$ cat config.mk
export PLATFORM = sky130hd
export DESIGN_NAME = rmv_front
export DESIGN_NICKNAME = d
export VERILOG_FILES = /design/src/hdl/rmv_pkg.sv /design/src/hdl/rmv_front.sv
export SDC_FILE = /design/constraint.sdc
export NUM_CORES = 1
export LEC_CHECK = 0
export ABC_AREA = 1
export BUFFER_PORTS_ARGS = -buffer_cell sky130_fd_sc_hd__buf_2
export CAP_MARGIN = 5
export CORE_MARGIN = 1.5
export CORE_UTILIZATION = 55
export CTS_CLUSTER_DIAMETER = 30
export DETAILED_ROUTE_END_ITERATION = 8
export MAX_ROUTING_LAYER = met4
export PLACE_DENSITY_LB_ADDON = 0.12
export SLEW_MARGIN = 15
export SYNTH_ARGS = -nofsm -noshare
export SYNTH_HDL_FRONTEND = slang
export SYNTH_SLANG_ARGS = --single-unit
$ cat constraint.sdc
create_clock -name clk -period 6.7 [get_ports clk]
set_input_delay 0 -clock clk [delete_from_list [all_inputs] [get_ports clk]]
set_output_delay 0 -clock clk [all_outputs]
set_load 0.05 [all_outputs]
$ cat src/hdl/rmv_pkg.sv
// Shared types and constants for the rolling momentum / volatility scorer.
// No dependencies; every other file refers to it by scoped names.
package rmv_pkg;

    localparam int PRICE_W      = 32;
    localparam int CFG_IDX_W    = 3;
    localparam int CFG_DATA_W   = 18;
    localparam int WIDE_W       = 128;
    localparam int SCALE_W      = 35;
    localparam int QUEUE_DEPTH  = 2;

    localparam int MAX_LOOKBACK_DEF = 256;
    localparam int VOL_WINDOW_DEF   = 20;

    // 252 trading days times 10^8 (hundredths of a percent, squared)
    localparam logic [SCALE_W-1:0] ANNUAL_SCALE = 35'd25200000000;
    // one in thousandths of a percent
    localparam logic signed [19:0] PCT_ONE = 20'sd100000;
    // 1.0 in Q2.30 and the saturated return
    localparam logic [31:0] RET_ONE = 32'h4000_0000;
    localparam logic [31:0] RET_SAT = 32'h7FFF_FFFF;

    // register indexes
    localparam logic [CFG_IDX_W-1:0] CFG_MOM_EN   = 3'd0;
    localparam logic [CFG_IDX_W-1:0] CFG_DIR_LONG = 3'd1;
    localparam logic [CFG_IDX_W-1:0] CFG_LOOKBACK = 3'd2;
    localparam logic [CFG_IDX_W-1:0] CFG_THRESH   = 3'd3;
    localparam logic [CFG_IDX_W-1:0] CFG_VOL_EN   = 3'd4;
    localparam logic [CFG_IDX_W-1:0] CFG_VOL_LIM  = 3'd5;

    typedef struct packed {
        logic [PRICE_W-1:0] price;
        logic               start;
    } item_t;

    typedef struct packed {
        logic               mom_en;
        logic               dir_long;
        logic [8:0]         lookback;
        logic signed [17:0] thr;
        logic               vol_en;
        logic [16:0]        vol_lim;
    } cfg_t;

endpackage

$ cat src/hdl/rmv_front.sv
// Front end: accepts bars and holds them in a two-entry queue for the back end.
// Depends on rmv_pkg.
module rmv_front (
    input  logic                          clk,
    input  logic                          rst_n,
    input  logic                          in_valid,
    output logic                          in_stall,
    input  logic [rmv_pkg::PRICE_W-1:0]   open_price,
    input  logic                          series_start,
    output logic                          q_valid,
    output rmv_pkg::item_t                q_item,
    input  logic                          q_pop
);

    rmv_pkg::item_t fifo_mem [rmv_pkg::QUEUE_DEPTH];
    logic           wr_ptr_reg;
    logic           rd_ptr_reg;
    logic [1:0]     count_reg;
    logic           push;
    logic           pop;

    assign in_stall = (count_reg == 2'(rmv_pkg::QUEUE_DEPTH));
    assign push     = in_valid && !in_stall;
    assign q_valid  = (count_reg != 2'd0);
    assign pop      = q_pop && q_valid;
    assign q_item   = fifo_mem[rd_ptr_reg];

    always_ff @(posedge clk)
    begin
        if (push)
        begin
            fifo_mem[wr_ptr_reg] <= '{price: open_price, start: series_start};
        end
    end

    always_ff @(posedge clk or negedge rst_n)
    begin
        if (!rst_n)
        begin
            wr_ptr_reg <= 1'b0;
            rd_ptr_reg <= 1'b0;
            count_reg  <= 2'd0;
        end
        else
        begin
            if (push)
            begin
                wr_ptr_reg <= !wr_ptr_reg;
            end
            if (pop)
            begin
                rd_ptr_reg <= !rd_ptr_reg;
            end
            count_reg <= count_reg + 2'(push) - 2'(pop);
        end
    end

endmodule

==> metrics.yaml, run 1 <==
run_status:
  status: "completed"
power_and_ir_drop:
  power_density_nw_per_um2: 483
  leakagePower_nw: 1.61
  clkPwrFrac_pct: 17.7
  ir_drop_mv: 0.302
  pwr-share-comb_pct: 46.7
  total_power_w: 0.00175
  swShare_pct: 46.5
  seqPwrFrac_pct: 35.6
  p_int_w: 0.000938
  power.switching_w: 0.000815
synthesis:
  synth-seq-cells: 70
  ys_types: 12
  ys_seq_area_share_pct: 77.4
  syn_avg_cell_area_um2: 13.1
  yosys_warnings: 0
  syn_inst: 205
  syn_area_um2: 2690
  synth_nets: 244
setup_path:
  worstPathRequired_ns: 6.66
  critPathCaptureType: "register"
  critPathLaunchType: "register"
  crit_arrival_ns: 1.70
  crit_fanout: 33
  path_class: "register to register"
  r2r_slack_ns: 4.96
global_routing:
  gr-total-overflow: 0
  antenna_found_initial: 0
  grt_pass1_vias: 1676
  grt_usage_pct: 19.6
  grt_start_max_net_pins: 36
  grt_pass1_wl_mm: 7.17
clock_network:
  h-tree-depth: 3
  clk_latency_ns: 0.33
  cts_resized: 0
  cts_tree: "yes"
  clk_path_buf_depth: 2
  cts_made_buffers: 9
  clkSinkCount: 70
  clk_pin_slew_ns: 0.07
  cts_root_buffer: "clkbuf_8"
timing:
  finalSetupViolations: 0
  finalMaxSlewViolations: 0
  relSlewSlack_pct: 37.6
  fin_hold_ws_ns: 0.385
  post-route-period-util_pct: 26.0
  worst_slew_pin_slew_ns: 0.934
  final_hold_viol_count: 0
  fin_worst_skew_ns: 0.00590
  fmax_mhz: 574
  finalSetupTns_ns: 0
  finalWorstSetupSlack_ns: 4.96
  rsz0062_at_grt: "no"
  period_needed_ns: 1.74
routing:
  wl_per_cell_um: 12.2
  drt-initial-drc-count: 84
  drtPass1Iterations: 4
  vias: 1796
  vias_per_cell: 4.59
  drcViolationCount: 0
  drtAntennaViolNets: 0
  routed_wirelength_mm: 4.75
layout:
  antenna_cells: 0
  drive_above_1_share_pct: 29.9
  largest_reg_flops: 66
  final_cell_mix: "102 x nand2_1, 71 x buf_2, 66 x edfxtp_1"
  layout_commonest_cell: "nand2_1"
  fillers: 301
  final_nets: 358
  fin_area_um2: 3630
  area_growth_syn_to_layout_pct: 34.9
place:
  place_ws_ns: 4.93
  place_congestion: 0.792
  hpwl_mm: 2.55
  portBuffers: 71
  dpl_cell_area_um2: 3080
die:
  die-area_um2: 5320
  ios: 72
  core-area_um2: 4720
  rows: 25
  start_util_pct: 57.0
  dieWidth_um: 73.0
  die_h_um: 73.0
job:
  cap_violations: 0
hold_path:
  hp-class: "primary input to register"
==> power by group through the flow <==
stage	clock network, W	logic, W	registers (W)
4_1_cts	0.000319	0.000826	0.000624
5_1_grt	0.000335	0.000883	0.000632
3_5_place_dp	0	0.000807	0.000633
3_3_place_gp	0	0.000801	0.000630
2_1_floorplan	0	0.000661	0.000631
6_report	0.000310	0.000819	0.000624
==> metrics by stage <==
step,util (%),cells
floorplan,-,205
global placement,65.2,338
detailed placement,65.2,338
CTS,76.8,391
global route,76.8,391
finish,76.8,391
==> path summary, 6_finish.rpt <==
check	from	end	depth (start not counted)
worst max register to register	count_reg[1]$_DFF_PN0_	fifo_mem[1][29]$_DFFE_PP_	3
worst max-delay path	count_reg[1]$_DFF_PN0_	fifo_mem[1][29]$_DFFE_PP_	3
worst min-delay path	open_price[2]	fifo_mem[0][3]$_DFFE_PP_	2
min in group asynchronous	rst_n	wr_ptr_reg$_DFFE_PN0N_	3
worst min register to register	wr_ptr_reg$_DFFE_PN0N_	wr_ptr_reg$_DFFE_PN0N_	2
max in group asynchronous	rst_n	count_reg[0]$_DFF_PN0_	3
==> cell type report <==
type	instances	area, um2	share of cell area (%)
Multi-Input combinational cell	118	497	13.7
Clock buffer	11	131	3.62
Inverter	10	45.0	1.24
Clock inverter	5	50.0	1.38
Tap cell	67	83.8	2.31
Sequential cell	70	2080	57.4
Timing Repair Buffer	110	741	20.4
==> routing by layer <==
layer  global-route usage [%]  part of all wire, %  routed length [um]
met4                     9.43                  1.6                  74
met5                        -                    0                   0
met3                     6.77                  5.5                 259
met2                     34.0                   54                2570
met1                     19.5                   39                1850
==> cells in the mapped netlist <==
cell type    n  area, um2
buf_4        2       15.0
buf_6        4       45.0
buf_8        1       15.0
dfrtp_1      4        100
edfxtp_1    66       1980
ha_1         2       25.0
inv_1        9       33.8
inv_8        1       11.3
nand2_1    102        383
nand2_2     10       62.6
nand3_1      3       15.0
nor2_1       1       3.75
==> what timing repair did <==
| action | 4_1_cts | 5_1_grt |
|---|---|---|
| hold endpoints to repair | 72 | 0 |
| hold buffers | 37 | 0 |
| setup buffers | 0 | 0 |
==> worst max-delay path, cell delays in order, from the launching register on <==
cell and delay (ns):
dfrtp_1 0.39, nand2_1 0.11, nand2_1 0.12, nor2_4 0.73
==> cells by family after synthesis <==
logic type,after synthesis,share of synthesized area [%]
adders and majority gates,2,0.930
buffers and inverters,17,4.46
DFF,70,77.4
and+or+nand+nor,116,17.2
Power figures use the tool's default switching activity.
==> run 2, diff against run 1 <==
--- a/config.mk
+++ b/config.mk
@@ -9,7 +9,7 @@
 export BUFFER_PORTS_ARGS = -buffer_cell sky130_fd_sc_hd__buf_2
 export CAP_MARGIN = 5
 export CORE_MARGIN = 1.5
-export CORE_UTILIZATION = 55
+export CORE_UTILIZATION = 51
 export CTS_CLUSTER_DIAMETER = 30
 export DETAILED_ROUTE_END_ITERATION = 8
 export MAX_ROUTING_LAYER = met4
==> constraint.sdc (replaced) <==
create_clock -name clk -period 1.7 [get_ports clk]
set_input_delay 0 -clock clk [delete_from_list [all_inputs] [get_ports clk]]
set_output_delay 0 -clock clk [all_outputs]
set_load 0.05 [all_outputs]
==> metrics.yaml, run 2 (synthesized netlist as in run 1, its figures left out) <==
layout:
  final_cell_mix: "102 x nand2_1, 71 x buf_2, 66 x edfxtp_1"
  fin_util_pct: 72.6  # -4.3 points
  drive_above_1_share_pct: 32.1  # +2.2 points
  layout_commonest_cell: "nand2_1"
  area_growth_syn_to_layout_pct: 37.7
  largest_reg_flops: 66  # unchanged
  final_nets: 364  # +1.7%
  fillers: 361  # +20%
  finalNonFillerCells: 400  # +2.3%
  antenna_cells: 0  # unchanged
power_and_ir_drop:
  power_density_nw_per_um2: 1910  # +300%
  pwr-share-comb_pct: 46.7  # about the same
  power.switching_w: 0.00328  # +300%
  ir_drop_mv: 1.17  # +290%
  clkPwrFrac_pct: 17.8  # about the same
  leakagePower_nw: 1.65  # +2.2%
  seqPwrFrac_pct: 35.5  # about the same
  p_int_w: 0.00379  # +300%
  swShare_pct: 46.4  # -0.11 points
global_routing:
  grt_usage_pct: 20.1  # +0.53 points
  gr-total-overflow: 0  # unchanged
  grt_pass1_wl_mm: 7.67  # +7.0%
  antenna_found_initial: 0  # unchanged
  grt_start_max_net_pins: 35  # -2.8%
  grt_pass1_vias: 1761  # +5.1%
place:
  place_congestion: 0.760  # -4.0%
  dp.cells: 347  # +2.7%
  portBuffers: 71  # unchanged
  hpwl_mm: 3.01  # +18%
die:
  ios: 72  # unchanged
  die_h_um: 75.6  # +3.7%
  dieWidth_um: 75.6  # +3.7%
  rows: 26  # +4.0%
  die-area_um2: 5720  # +7.5%
  start_util_pct: 52.7  # -4.3 points
  core-area_um2: 5110  # +8.1%
clock_network:
  clk_pin_slew_ns: 0.07  # about the same
  cts_tree: "yes"
  clk_path_buf_depth: 2  # unchanged
  cts_root_buffer: "clkbuf_8"
  clkSinkCount: 70  # unchanged
  cts_made_buffers: 9  # unchanged
  clk_latency_ns: 0.33  # about the same
  h-tree-depth: 3  # unchanged
routing:
  drt-initial-drc-count: 61  # -27%
  routed_wirelength_mm: 5.19  # +9.3%
  wl_met2_mm: 2.97  # +16%
  route.met3.wl_um: 210  # -19%
  drtPass1Iterations: 4  # unchanged
  drt-met1-wl_mm: 1.97  # +6.5%
  vias_per_cell: 4.58  # -0.24%
  drtAntennaViolNets: 0  # unchanged
  vias: 1833  # +2.1%
  topRoutingLayerUsed: "met4"
  drcViolationCount: 0  # unchanged
  wl_per_cell_um: 13.0  # +6.8%
timing:
  period_needed_ns: 1.48
  fin_worst_skew_ns: 0.00557  # -0.000324 ns
  rsz0062_at_grt: "no"
  worst_slew_pin_slew_ns: 0.301  # -0.634 ns
  post-route-period-util_pct: 87.3
  relSlewSlack_pct: 80.0  # +42 points
  finalSetupViolations: 0  # unchanged
  finalMaxSlewViolations: 0  # unchanged
  final_hold_viol_count: 0  # unchanged
  fmax_mhz: 673
  finalSetupTns_ns: 0  # unchanged
  fin_hold_ws_ns: 0.392  # +0.00675 ns
setup_path:
  worstPathRequired_ns: 1.70  # -4.96 ns
  r2r_start: "count_reg[1]$_DFF_PN0_"
  critPathCaptureType: "output port"
  path_class: "register to output port"
  r2r_slack_ns: 0.25  # -4.71 ns
  reg2reg_depth: 10  # +7
  r2r-end: "count_reg[1]$_DFF_PN0_"
  crit_fanout: 10  # -70%
  crit_arrival_ns: 1.48  # -0.22 ns
  critPathLaunchType: "register"
hold_path:
  min_delay_worst_endpoint: "fifo_mem[1][12]$_DFFE_PP_"
  hp-start: "open_price[11]"
  hold_path_depth: 2  # unchanged
  hp-class: "primary input to register"
run_status:
  status: "completed"
job:
  cap_violations: 0  # unchanged
run 2: cell types whose count changed in the layout (fill, tap and decap cells not counted), sizes merged:
| cell | delta |
|---|---|
| clkinv | +1 |
| clkbuf | -1 |
| clkinvlp | +1 |
| buf | +6 |
| inv | -1 |
run 2: stage by stage:
stage,total power (W),cell area (um2),setup WS (ns)
final,0.00707,3710,0.215
after global routing,0.00748,3710,0.101
after CTS,0.00711,3700,0.0569
after detailed placement,0.00578,3140,0.289
after global placement,0.00574,3140,0.326
after floorplan,0.00510,2700,0.0328
run 2: cell type report:
cell class	instances	area [um2]	area share [%]
Clock inverter	6	62.6	1.69
Multi-Input combinational cell	118	497	13.4
Sequential cell	70	2080	56.2
Tap cell	70	87.6	2.36
Timing Repair Buffer	116	798	21.5
Clock buffer	10	128	3.44
Inverter	10	50.0	1.35
run 2: routing by layer:
metal | vias to the layer above | global-route usage, %
li1 | 920 | -
met2 | 56 | 37.3
met1 | 853 | 19.5
met5 | - | -
met3 | 4 | 5.69
met4 | 0 | 8.13
run 2: power groups by stage:
| stage | clock network (W) | registers, W | logic [W] |
|---|---|---|---|
| 3_3_place_gp | 0 | 0.00252 | 0.00322 |
| 5_1_grt | 0.00137 | 0.00255 | 0.00356 |
| 6_report | 0.00126 | 0.00251 | 0.00330 |
| 4_1_cts | 0.00130 | 0.00250 | 0.00331 |
| 2_1_floorplan | 0 | 0.00248 | 0.00262 |
| 3_5_place_dp | 0 | 0.00254 | 0.00324 |
run 2: worst max-delay path, stage by stage (launching register included):
cell	delay, ns
dfrtp_2	0.53
buf_4	0.21
nand2_1	0.06
nand2_1	0.08
buf_2	0.27
run 2: worst max path at each step:
stage,from,end,depth (start not counted)
global route,rd_ptr_reg$_DFFE_PN0P_,q_item[32],4
finish,rd_ptr_reg$_DFFE_PN0P_,q_item[23],4
floorplan,count_reg[1]$_DFF_PN0_,count_reg[1]$_DFF_PN0_,10
global placement,count_reg[1]$_DFF_PN0_,fifo_mem[1][13]$_DFFE_PP_,4
CTS,rd_ptr_reg$_DFFE_PN0P_,q_item[28],4
detailed placement,count_reg[1]$_DFF_PN0_,count_reg[1]$_DFF_PN0_,10
run 2: repair_timing:
| item | in CTS | in global routing |
|---|---|---|
| setup endpoints to repair | 0 | 11 |
| buffers inserted | 0 | 0 |
| gates resized for setup | 0 | 2 |
| hold buffers | 37 | 0 |
| hold endpoints to repair | 72 | 0 |
